$ cat src/rtl/stq_pkg.sv
// shared types, constants, compare and id conversion helpers for the sorted timeout queue
package stq_pkg;

   localparam int DEPTH = 16;
   localparam int ID_WIDTH = 16;
   localparam int CNT_W = $clog2(DEPTH + 1);

   typedef logic [31:0] time_type;
   typedef logic [ID_WIDTH-1:0] id_type;
   typedef logic [CNT_W-1:0] count_type;

   // operation codes carried on req_op
   typedef enum logic [2:0] {
      OP_CHECK      = 3'd0,
      OP_SET        = 3'd1,
      OP_CANCEL     = 3'd2,
      OP_CANCEL_ALL = 3'd3,
      OP_FORCE      = 3'd4
   } op_type;

   // what each cell tests its entry against
   typedef enum logic [1:0] {
      MATCH_LATER   = 2'd0,
      MATCH_EXPIRED = 2'd1,
      MATCH_ID      = 2'd2
   } match_type;

   // control word broadcast to every cell of the row
   typedef struct packed {
      match_type mode;
      logic      insert;
      logic      remove;
      time_type  key_dl;
      id_type    key_id;
   } cell_ctrl_type;

   // a strictly later than b, wrap-safe
   function automatic logic later(time_type a, time_type b);
      time_type d;
      d = a - b;
      return (d != '0) && !d[31];
   endfunction

   // port id (16 bits) to stored id, modulo 2^ID_WIDTH
   function automatic id_type to_id(logic [15:0] v);
      logic [31:0] w;
      w = {16'b0, v};
      return w[ID_WIDTH-1:0];
   endfunction

   // stored id back to the 16-bit port field
   function automatic logic [15:0] from_id(id_type v);
      logic [31:0] w;
      w = 32'(v);
      return w[15:0];
   endfunction

endpackage

$ cat src/rtl/stq_cell.sv
// one queue slot: holds a deadline and id, tests it and shifts with its neighbors
module stq_cell import stq_pkg::*; (
   input  logic          clock,
   input  cell_ctrl_type ctrl,
   input  logic          occupied,
   input  logic          at_end,
   input  logic          found_in,
   input  time_type      left_dl,
   input  id_type        left_id,
   input  time_type      right_dl,
   input  id_type        right_id,
   output logic          found_out,
   output logic          first,
   output time_type      dl_ff,
   output id_type        id_ff
);

   logic     pred;
   time_type dl_in;
   id_type   id_in;

   // per-entry test selected by the operation
   always_comb begin
      case (ctrl.mode)
         MATCH_LATER:   pred = later(dl_ff, ctrl.key_dl);
         MATCH_EXPIRED: pred = later(ctrl.key_dl, dl_ff);
         MATCH_ID:      pred = (id_ff == ctrl.key_id);
         default:       pred = 1'b0;
      endcase
   end

   // priority chain along the row
   assign first     = occupied & pred & ~found_in;
   assign found_out = found_in | (occupied & pred);

   // insert opens a gap at the first later entry, remove closes the first match
   always_comb begin
      dl_in = dl_ff;
      id_in = id_ff;
      if (ctrl.insert) begin
         if (first || (at_end && !found_in)) begin
            dl_in = ctrl.key_dl;
            id_in = ctrl.key_id;
         end else if (found_in) begin
            dl_in = left_dl;
            id_in = left_id;
         end
      end else if (ctrl.remove && found_out) begin
         dl_in = right_dl;
         id_in = right_id;
      end
   end

   always_ff @(posedge clock) begin
      dl_ff <= dl_in;
      id_ff <= id_in;
   end

endmodule

$ cat config.mk
export PLATFORM = sky130hd
export DESIGN_NAME = stq_cell
export DESIGN_NICKNAME = d
export VERILOG_FILES = /design/src/rtl/stq_pkg.sv /design/src/rtl/stq_cell.sv
export SDC_FILE = /design/constraint.sdc
export NUM_CORES = 1
export LEC_CHECK = 0
export ABC_CLOCK_PERIOD_IN_PS = 13460
export BUFFER_PORTS_ARGS = -buffer_cell sky130_fd_sc_hd__buf_4
export CAP_MARGIN = 20
export CELL_PAD_IN_SITES_DETAIL_PLACEMENT = 0
export CELL_PAD_IN_SITES_GLOBAL_PLACEMENT = 1
export CORE_AREA = 10 10 166 168
export CTS_BUF_LIST = sky130_fd_sc_hd__clkbuf_8 sky130_fd_sc_hd__clkbuf_16
export DETAILED_ROUTE_END_ITERATION = 7
export DIE_AREA = 0 0 176 178
export GPL_ROUTABILITY_DRIVEN = 1
export PLACE_DENSITY = 0.7
export SYNTH_ARGS = -nofsm -noshare
export SYNTH_HDL_FRONTEND = slang
export SYNTH_SLANG_ARGS = --single-unit
$ cat constraint.sdc
create_clock -name clock -period 13.46 [get_ports clock]
set_input_delay 0.673 -clock clock [delete_from_list [all_inputs] [get_ports clock]]
set_output_delay 0.673 -clock clock [all_outputs]
set_load 0.01 [all_outputs]
==> key figures <==
Worst setup path
  – Critical Path RT: around 13 ns
  – Crit end category: flip-flop
  – Critical path class: input pin to flip-flop
  – Cell family with most CP delay: compound AO/OA/AOI/OAI gates
  – CP max stage delay: a little over 0.9 ns
  – Worst-path fanout max: 96
  – Setup crit start kind: input pin
  – WP data arrival: 5.71 ns
  – WP buf/inv: 3
  – Reg2Reg Setup Slack: about 7.8 ns
  – Critical path, cell by cell: buf_4 -> inv_1 -> ha_1 -> inv_2 -> a221o_1 -> a211oi_1 -> o311ai_1 -> a2111o_1 -> or4_1 -> nor4_1 -> and4_1 -> o221a_4 -> or3_1 -> a31oi_1
  – CP max stage cell: o221a_4

Cells and area
  – Design Area, Final: around 0.009 mm^2
  – Finished Layout Cells: roughly 1400
  – Register area: between 0.001 and 0.0015 mm^2
  – Layout cells sized above 1: 0.2101
  – Area grow syn2layout: 25.18%
  – Antenna cells: 0
  – Multi-input gate area: approximately 0.0051 mm^2
  – Nets@finish: roughly 1300
  – Layout Utilization: 0.3731
  – Fill cell count: roughly 2700

STA
  – Sum Neg Setup Slack: 0 ns
  – Maximum clock frequency: between 150 and 200 MHz
  – Hold Vio Cnt, Final: 0
  – RSZ-0062 raised after global routing: false
  – Fin Hold WS: 0.6930 ns
  – Pins over their slew limit: 0
  – Setup Viol. Count Final: 0
  – Final worst path period need: approximately 5.7 ns
  – Skew final: about 0.013 ns
  – Max-slew headroom: 0.2617
  – Slew of the pin with the lowest slew margin: 1.107 ns
  – Period utilization: 0.4235

Floorplanning
  – Initial Util: 0.2981
  – Die ar.: between 0.03 and 0.04 mm^2
  – Die height: 178 um
  – Core area: around 0.024 mm^2
  – Row cnt: 57
  – Top-Level Pins: 202
  – Die Wd: 176 um

CTS
  – Root Driver: clkbuf_16
  – Reg clk slew, reported paths: roughly 0.08 ns
  – H-tree depth: 2
  – CTS tree: built
  – Post-CTS Setup Repair Bufs: 0
  – CTS sink cnt: 48
  – Worst-Skew Late Latency: 0.30 ns
  – Clock Path Buffers: 2
  – Number of buffers created by CTS: 5
  – PostCTS Resize Cnt: 0
  – Post-CTS Hold Fix Bufs: 0

Route
  – Vias/cell: between 5 and 6
  – DRT antenna net count: 0
  – Average wire per standard cell: around 22 um
  – Starting DRC count in detailed routing: 571
  – Routed vias: 8111
  – DR pass1 iterations: 5
  – Residual DRC count: 0
  – Routed Wire Length: between 30 and 40 mm

Synth
  – Ys Warns: 0
  – Synthesized cell area: roughly 0.0072 mm^2
  – Unique cell type count in the Yosys netlist: 77
  – Async SR Flop Fraction: 0
  – Mapped Avg Cell Area: about 7.4 um^2
  – Most frequent cell after synthesis: nor2_1
  – Top cells by count, synth: nor2_1 (104), inv_1 (79), a21oi_1 (65), ha_1 (62), a31oi_1 (57)
  – EDFF count, synth: 48
  – Dominant synthesized flop cell: edfxtp_1
  – Most area-consuming cells after synthesis: edfxtp_1 (20%), ha_1 (11%), nor2_1 (5.4%)
  – Cell taking the most area after synthesis: edfxtp_1
  – Sequential element share of the synthesized area: 0.2006
  – #FFs+latches synth: 48
  – Top-area cell type share of the netlist area: 0.2006
  – Synth Net Count: 1182
  – Cell count after synthesis: a little under 1000

Power and ir drop
  – Internal power: between 0.0004 and 0.0005 W
  – Net Sw Frac: 0.4357
  – Max VDD drop: 0.04783 mV
  – Switching power: roughly 0.00037 W
  – Clock power share: 0.200
  – P_leak: a little under 4 nW
  – Power per cell area: between 90 and 100 mW/mm^2
  – Sequential fraction of design power: 0.243
  – Combinational power share: 0.556

Global route
  – Vias in the first global route: a little under 8000
  – GRT Total Usage: 0.1895
  – GR Overflow Total: 0
  – Antenna violations before repair: 0
  – First-pass GRT wire length: roughly 47 mm
  – Pin count of the biggest net entering global routing: about 100

Flow run
  – Total of max-cap violations: 0

Placed design
  – Cells after DPL: between 1000 and 1500
  – GP Congestion: 0.9781
  – Hpwl dp: between 20 and 30 mm
  – Number of port buffers: around 200
  – Placed cell area: ~0.0088 mm^2

Hold path
  – Worst hold path class: input pin to flip-flop

Outcome
  – Status: finished clean
## metal layers
metal,share of wire,track usage,routed length [um],vias up
li1,-,-,-,3889
met1,0.43,0.2398,13490,3851
met2,0.46,0.3095,14470,332
met3,0.086,0.05603,2704,39
met4,0.021,0.04698,649,0
met5,0,0,0,-
## logic make-up (layout without fill, tap and decap cells)
group / Yosys count / after routing / synth area share
compound gates: 345 / 345 / 0.3103
xor+xnor: 35 / 35 / 0.04266
fa+ha+maj: 63 / 63 / 0.1107
buf+inv: 145 / 292 / 0.08671
flops: 48 / 48 / 0.2006
mux: 10 / 10 / 0.01410
simple gates: 321 / 321 / 0.2349
## stage by stage
stage / power (W) / setup slack [ns]
5_1_grt: 0.0008954 / 7.622
4_1_cts: 0.0008398 / 7.889
2_1_floorplan: 0.0005019 / 8.241
6_report: 0.0008443 / 7.760
3_5_place_dp: 0.0006682 / 7.598
3_3_place_gp: 0.0006722 / 7.478
## power by group through the flow
stage | Clock (W) | Combinational [W] | Sequential, W
2_1_floorplan | 0 | 0.000290 | 0.000212
3_3_place_gp | 0 | 0.000464 | 0.000208
3_5_place_dp | 0 | 0.000460 | 0.000209
4_1_cts | 0.000172 | 0.000462 | 0.000206
5_1_grt | 0.000178 | 0.000509 | 0.000208
6_report | 0.000169 | 0.000470 | 0.000205
## cell usage in the layout, fill, tap and decap left out, types with 10 or more instances in the layout
master      n
buf_4     203
nor3_1     14
xnor2_1    15
nand2_1    51
a31oi_1    57
a21oi_1    65
edfxtp_1   48
nor2_1    104
ha_1       62
nand4_1    19
o21ai_0    47
a211oi_1   15
or3_1      39
o21a_1     10
and4_1     10
a21o_1     20
nor4_1     10
inv_1      79
o21ai_1    47
or3b_1     11
xor2_1     20
## cell type report
type | count | share of cell area
Clock inverter | 3 | 0.007651
Tap cell | 324 | 0.04507
Sequential cell | 48 | 0.1602
Multi-Input combinational cell | 774 | 0.5699
Clock buffer | 5 | 0.01391
Inverter | 81 | 0.03380
Timing Repair Buffer | 203 | 0.1694
## registers in the layout (all words and copies together), names as in the netlist
| signal | flops |
|---|---|
| dl_ff | 32 |
| id_ff | 16 |
## worst min-delay path, delay by kind of cell
kind                   cells  cell delay, ns
and+or+nand+nor            1            0.03
AOI/OAI and AO/OA          1            0.10
buffers and inverters      1            0.08
## worst paths after layout
check | from | cells past startpoint | end
min reg2reg | dl_ff[31] | 6 | dl_ff[30]
min | right_dl[30] | 3 | dl_ff[30]
max | ctrl[26] | 14 | dl_ff[13]
max reg2reg | dl_ff[10] | 12 | dl_ff[13]
(Power assumes the default switching activity.)
